$ cat config.mk
export PLATFORM = sky130hd
export DESIGN_NAME = uvs_div
export DESIGN_NICKNAME = d
export VERILOG_FILES = /design/src/sv/uvs_pkg.sv /design/src/sv/uvs_div.sv
export SDC_FILE = /design/constraint.sdc
export NUM_CORES = 1
export LEC_CHECK = 0
export ABC_CLOCK_PERIOD_IN_PS = 11500
export BUFFER_PORTS_ARGS = -buffer_cell sky130_fd_sc_hd__buf_2
export CAP_MARGIN = 10
export CORE_MARGIN = 5
export CORE_UTILIZATION = 59
export CTS_CLUSTER_SIZE = 14
export DETAILED_ROUTE_END_ITERATION = 8
export PLACE_DENSITY = 0.84
export SETUP_SLACK_MARGIN = 0.15
export SYNTH_ARGS = -nofsm -noshare
export SYNTH_HDL_FRONTEND = slang
export SYNTH_SLANG_ARGS = --single-unit
export TNS_END_PERCENT = 5
$ cat constraint.sdc
create_clock -name i_clk -period 11.5 [get_ports i_clk]
set_input_delay 0.575 -clock i_clk [delete_from_list [all_inputs] [get_ports i_clk]]
set_output_delay 0.575 -clock i_clk [all_outputs]
set_load 0.01 [all_outputs]
$ cat src/sv/uvs_pkg.sv
// ----------------------------------------------------------------------------
// uvs_pkg
// Shared widths, constants and types of the UV sphere vertex generator.
// ----------------------------------------------------------------------------
package uvs_pkg;

    localparam int MAX_DIVISIONS = 1024;
    localparam int FRACTION_BITS = 16;

    localparam int CNT_W     = 11;
    localparam int IDX_W     = 11;
    localparam int RAD_W     = 16;
    localparam int CFG_W     = 16;
    localparam int CFG_IDX_W = 2;
    localparam int POS_W     = 17;
    localparam int NORM_W    = 16;
    localparam int TEX_W     = 17;
    localparam int ANG_W     = 32;
    localparam int QUO_W     = ANG_W + 1;
    localparam int MAG_W     = 31;

    localparam int DIV_STAGES  = 8;
    localparam int DIV_BITS    = ANG_W / DIV_STAGES;
    localparam int TRIG_STAGES = 22;

    localparam logic [31:0] PI_QUARTER_Q32 = 32'd3373259426;

    localparam int HORNER_STEPS = 6;
    localparam int SIN_STEPS    = 5;

    // Horner divisors and their reciprocals, floor(2^sh / d)
    localparam logic [7:0] SIN_DIV [SIN_STEPS] = '{8'd110, 8'd72, 8'd42, 8'd20, 8'd6};
    localparam int         SIN_SH  [SIN_STEPS] = '{39, 39, 38, 37, 35};
    localparam logic [32:0] SIN_RCP [SIN_STEPS] = '{
        33'((65'd1 << 39) / 65'd110),
        33'((65'd1 << 39) / 65'd72),
        33'((65'd1 << 38) / 65'd42),
        33'((65'd1 << 37) / 65'd20),
        33'((65'd1 << 35) / 65'd6)
    };

    localparam logic [7:0] COS_DIV [HORNER_STEPS] =
        '{8'd132, 8'd90, 8'd56, 8'd30, 8'd12, 8'd2};
    localparam int         COS_SH  [HORNER_STEPS] = '{40, 39, 38, 37, 36, 33};
    localparam logic [32:0] COS_RCP [HORNER_STEPS] = '{
        33'((65'd1 << 40) / 65'd132),
        33'((65'd1 << 39) / 65'd90),
        33'((65'd1 << 38) / 65'd56),
        33'((65'd1 << 37) / 65'd30),
        33'((65'd1 << 36) / 65'd12),
        33'((65'd1 << 33) / 65'd2)
    };

    typedef enum logic [CFG_IDX_W-1:0] {
        CFG_STACK_COUNT   = 2'd0,
        CFG_SECTOR_COUNT  = 2'd1,
        CFG_SPHERE_RADIUS = 2'd2
    } t_cfg_idx;

    typedef struct packed {
        logic             neg;
        logic [MAG_W-1:0] mag;
    } t_sgnmag;

    typedef struct packed {
        t_sgnmag sn;
        t_sgnmag cs;
    } t_trig_out;

    typedef struct packed {
        logic [1:0]  quad;
        logic        swap;
        logic [31:0] x;
        logic [31:0] x2;
    } t_trig_ctl;

    typedef struct packed {
        logic [TEX_W-1:0] u;
        logic [TEX_W-1:0] v;
    } t_tex;

endpackage

$ cat src/sv/uvs_div.sv
// ----------------------------------------------------------------------------
// uvs_div
// Pipelined restoring divider: floor(idx * 2^32 / cnt) for idx <= cnt.
// ----------------------------------------------------------------------------
module uvs_div (
    input  logic                           i_clk,
    input  logic [uvs_pkg::DIV_STAGES-1:0] i_en,
    input  logic [uvs_pkg::IDX_W-1:0]      i_idx,
    input  logic [uvs_pkg::CNT_W-1:0]      i_cnt,
    output logic [uvs_pkg::QUO_W-1:0]      o_quo
);
    import uvs_pkg::*;

    logic [CNT_W-1:0] r_rem  [DIV_STAGES];
    logic [ANG_W-1:0] r_frac [DIV_STAGES];
    logic             r_one  [DIV_STAGES];

    logic [CNT_W-1:0] s_rem  [DIV_STAGES+1];
    logic [ANG_W-1:0] s_frac [DIV_STAGES+1];
    logic             s_one  [DIV_STAGES+1];

    // idx == cnt is the whole turn; remainder starts at zero so the fraction is zero
    assign s_one[0]  = (i_idx == i_cnt);
    assign s_rem[0]  = s_one[0] ? '0 : i_idx;
    assign s_frac[0] = '0;

    for (genvar k = 0; k < DIV_STAGES; k++) begin : g_stage
        logic [CNT_W-1:0] n_rem;
        logic [ANG_W-1:0] n_frac;

        always_comb begin
            logic [CNT_W:0] dbl;
            n_rem  = s_rem[k];
            n_frac = s_frac[k];
            for (int b = 0; b < DIV_BITS; b++) begin
                dbl = {n_rem, 1'b0};
                if (dbl >= {1'b0, i_cnt}) begin
                    n_rem  = CNT_W'(dbl - {1'b0, i_cnt});
                    n_frac = {n_frac[ANG_W-2:0], 1'b1};
                end else begin
                    n_rem  = dbl[CNT_W-1:0];
                    n_frac = {n_frac[ANG_W-2:0], 1'b0};
                end
            end
        end

        always_ff @(posedge i_clk) begin
            if (i_en[k]) begin
                r_rem[k]  <= n_rem;
                r_frac[k] <= n_frac;
                r_one[k]  <= s_one[k];
            end
        end

        assign s_rem[k+1]  = r_rem[k];
        assign s_frac[k+1] = r_frac[k];
        assign s_one[k+1]  = r_one[k];
    end

    assign o_quo = {s_one[DIV_STAGES], s_frac[DIV_STAGES]};

endmodule

After elaboration in Yosys (flattened, before gate mapping):

Memories as Yosys holds them, arrays and structs flattened.
Cells that the tools add are included.

* register bits after elaboration: 0
* memory bits (writable): 352
* logic and storage cells: 149
* memories kept: 3
* bits of input ports: 31
* output and inout bits: 33

* $lt $le $gt $ge: 32
* muxes and demuxes: 81
* equality and inequality tests: 1
* add/subtract/negate cells: 32

Memories
* r_frac: words 8, width 32, read ports 8, clocked after Yosys merged registers in 0, wr ports 8, line uvs_div.sv:15 `logic [ANG_W-1:0] r_frac [DIV_STAGES];`
* r_rem: words 8, width 11, read ports 7, clocked after Yosys merged registers in 0, wr ports 8, line uvs_div.sv:14 `logic [CNT_W-1:0] r_rem [DIV_STAGES];`
* r_one: words 8, width 1, read ports 8, clocked after Yosys merged registers in 0, wr ports 8, line uvs_div.sv:16 `logic r_one [DIV_STAGES];`

Operator list (count)
* $ge 12x11->1: 32
* $mux 11: 33
* $sub 11x11->11: 32
* $mux 1: 48
* $eq 11x11->1: 1

Longest topological paths before layout:

* depth after elaboration: 10
* depth in mapped cells: 49
* mapped depth without buffers: 43

Worst setup path after synthesis:

OpenSTA, ideal clock, no wires.

* path kind: input port to flip-flop
* from: in i_cnt[0] in the netlist's numbering
* to: mem r_rem[6][7] (data pin)
* setup slack: 0.807 ns
* arrival: 10.432 ns
* setup time: 0.261 ns
* cell stages on the path: 47
* path buffers: 10
* cell sequence: buf_2 buf_2 inv_1 clkbuf_1 clkbuf_1 clkbuf_1 fa_1 a211o_1 a21o_1 a21o_1 a21o_1 clkbuf_1 clkbuf_1 nor2_1 a21oi_1 ha_1 and2_1 a311o_1 [11 not listed] o21a_1 nor2_1 and3_1 buf_2 inv_1 buf_2 nand2_1 o21ai_0 ha_1 a21o_1 a21o_1 a31o_2 a41oi_1 nand2_1 nor3b_1 a21o_1 clkinv_1 a221o_1

RTL lines
* from (decl): line uvs_div.sv:9 `input logic [uvs_pkg::CNT_W-1:0] i_cnt,`
* to (decl): line uvs_div.sv:14

==> results_dict.tcl <==
set metrics [dict create \
    status "completed" \
    grt-ovfl-total 0 \
    slew_violations 0 \
    synth.top_cell.area_share 0.271 \
    cts_buffers 27 \
    synthArstFlopShare 0 \
    dp.cells 3380 \
    post_cts_buffers 0 \
    gp_congestion 0.942 \
    rsz0062_at_grt "false" \
    synth_ff_type "edfxtp_1" \
    dp_hpwl_um 51900 \
    finalSetupViolations 0 \
    postRouteWirelength_um 69600 \
    hold_viol_final 0 \
    drt_first_iter_violations 1950 \
    critPathArrivalTime_ns 11.08 \
    rows 76 \
    synth_area_per_cell_sq_um 9.10 \
    postRouteAntennaNets 0 \
    netlist_area_sq_um 25300 \
    core_area_sq_um 42800 \
    cap_violations 0 \
    diodes 0 \
    layout.cells.non_filler 3430 \
    fin_crit_sh 0.937 \
    synth-edff-count 229 \
    cp_max_fo 16 \
    first_global_vias 22300 \
    fillers 3523 \
    fp.dieW_um 217 \
    hold_class "register to register" \
    via_count 22500 \
    synth.distinct_cells 96 \
    yosys.area.top_type "edfxtp_1" \
    clock.fmax_ghz 0.0928 \
    reg2reg_depth 33 \
    nets 3229 \
    cts.path.max_buffers 3 \
    synth_top_cells_by_area "edfxtp_1 27%, ha_1 16%, mux2_2 6.4%" \
    critPathCaptureType "register" \
    antenna_found_initial 0 \
    min_path_cells 0 \
    drive_gt1_frac 0.123 \
    ys_seq_area_frac 0.271 \
    worst_hold_slack_ns 0.402 \
    grt_max_degree 55 \
    utilization 0.641 \
    timing.slew.headroom 0.295 \
    htreeDepth 1 \
    port-buffer-count 63 \
    initial_core_util 0.592 \
    yosysWarningCount 0 \
    grt_usage 0.282 \
    crit_slowest_cell "a2111o_2" \
    clock_skew_ns 0.0256 \
    start_kind "input pin" \
    insertion_delay_ns 0.58 \
    syn_inst 2787 \
    cts_hold_buf 0 \
    first_pass_iters 5 \
    grt_pass1_wl_um 111000 \
    crit_type "input pin to register" \
    cpPeakStageDelay_ns 0.64 \
    vias_per_cell 6.56 \
    area_growth_pct 8.19 \
    clk_pin_slew_ns 0.06 \
    syn_nets 3153 \
    die_area_sq_um 47200 \
    post-route-min-period_ns 10.77 \
    cts.sinks 229 \
    drcViolationCount 0 \
    root_buffer "clkbuf_16" \
    wl_per_cell_um 20.3 \
    cts_tree "yes" \
    required_ns 11.80 \
    tightest_slew_ns 1.06 \
    die_y_um 217 \
    ios 64 \
    tns_ns 0 \
    synth-seq-cells 229 \
]
## synthesized netlist by cell type (23+ instances only)
master,number
nor2_1,229
mux2_2,144
o21ai_0,170
nor2b_1,45
inv_1,146
o211ai_1,30
a21o_1,79
edfxtp_1,229
nand2b_1,35
nand4_1,23
xnor2_1,112
ha_1,327
o21a_1,52
o31ai_1,26
a31oi_1,24
clkbuf_1,30
a21oi_1,203
a221o_1,24
mux2i_1,25
and3_1,24
and2_1,43
xor2_1,97
a211o_1,23
nor3_1,61
a211oi_1,23
o21bai_1,24
nand2_1,169
or3_1,37
nand3_1,58
## layer usage
metal  track usage  wire length, um  vias to the layer above  part of all wire
li1              -                -                    10800                 -
met4         0.123             3200                        0             0.046
met3        0.0392             4790                      254             0.069
met5             0                0                        -                 0
met2         0.492            33000                      911              0.47
met1         0.349            28500                    10600              0.41
## kinds of logic after synthesis
| kind of cell | after synthesis | share of synthesized area |
|---|---|---|
| simple gates | 781 | 0.150 |
| fa+ha+maj | 335 | 0.168 |
| flops | 229 | 0.271 |
| buf+inv | 208 | 0.0326 |
| xor+xnor | 209 | 0.0722 |
| compound gates | 851 | 0.229 |
| mux | 174 | 0.0768 |
## layout by cell type (no fill, tap or decap), drive strengths merged, types with 12 or more instances in the layout
cell	n
a211o	23
a21oi	205
a21o	79
edfxtp	229
and3	25
o211ai	30
clkinv	12
a21boi	24
mux2i	25
a221o	24
ha	327
xnor2	112
nand4	23
nand3	58
a31oi	24
a211oi	24
xor2	97
nor4	15
o31ai	26
o21bai	24
clkbuf	30
or3	37
nand2b	35
nor3	62
buf	102
o21a	52
inv	156
and2	43
nor2	229
o21ai	174
nor2b	45
mux2	149
nand2	170
or2	18
## stage by stage
| step | setup WS (ns) | instance area, sq um |
|---|---|---|
| 2_1_floorplan | 0.807 | 25300 |
| 3_3_place_gp | 0.226 | 26500 |
| 3_5_place_dp | 0.0251 | 26500 |
| 4_1_cts | 0.575 | 27400 |
| 5_1_grt | 0.124 | 27400 |
| 6_report | 0.728 | 27400 |
## critical path: cells and delay by family
| family | cells | cell delay, ns |
|---|---|---|
| XOR/XNOR | 1 | 0.15 |
| adder cells (fa/ha/maj) | 4 | 1.34 |
| AND/OR/NAND/NOR | 6 | 1.83 |
| buffers and inverters | 4 | 0.67 |
| AO/OA/AOI/OAI | 23 | 5.80 |
| multiplexers | 2 | 0.69 |
## registers in the layout, summed over array words and instances, names as in the netlist
signal  cells
r_rem      77
r_one       8
r_frac    144
## final cells by class
class,count,area [sq um],share of cell area
Inverter,153,574,0.0209
Tap cell,546,683,0.0249
Timing Repair Buffer,102,699,0.0255
Sequential cell,229,6880,0.251
Clock inverter,20,240,0.00876
Clock buffer,30,687,0.0250
Multi-Input combinational cell,2350,17700,0.644
## worst paths after layout
| kind | startpoint | end | slack [ns] |
|---|---|---|---|
| min reg2reg | r_frac[1][38]$_DFFE_PP_ | r_frac[1][74]$_DFFE_PP_ | 0.40 |
| max reg2reg | r_rem[4][0]$_SDFFCE_PP0P_ | r_rem[5][5]$_DFFE_PP_ | 1.17 |
| max | i_idx[9] | r_rem[0][9]$_DFFE_PP_ | 0.73 |
| min | r_frac[1][38]$_DFFE_PP_ | r_frac[1][74]$_DFFE_PP_ | 0.40 |
## what timing repair did
item	in CTS	in global routing
setup endpoints to repair	0	12
resized for setup	0	5
hold endpoints to repair	0	0
Power is not shown: default switching activity piles up to over one toggle a cycle in this logic, so the estimate is an artifact.
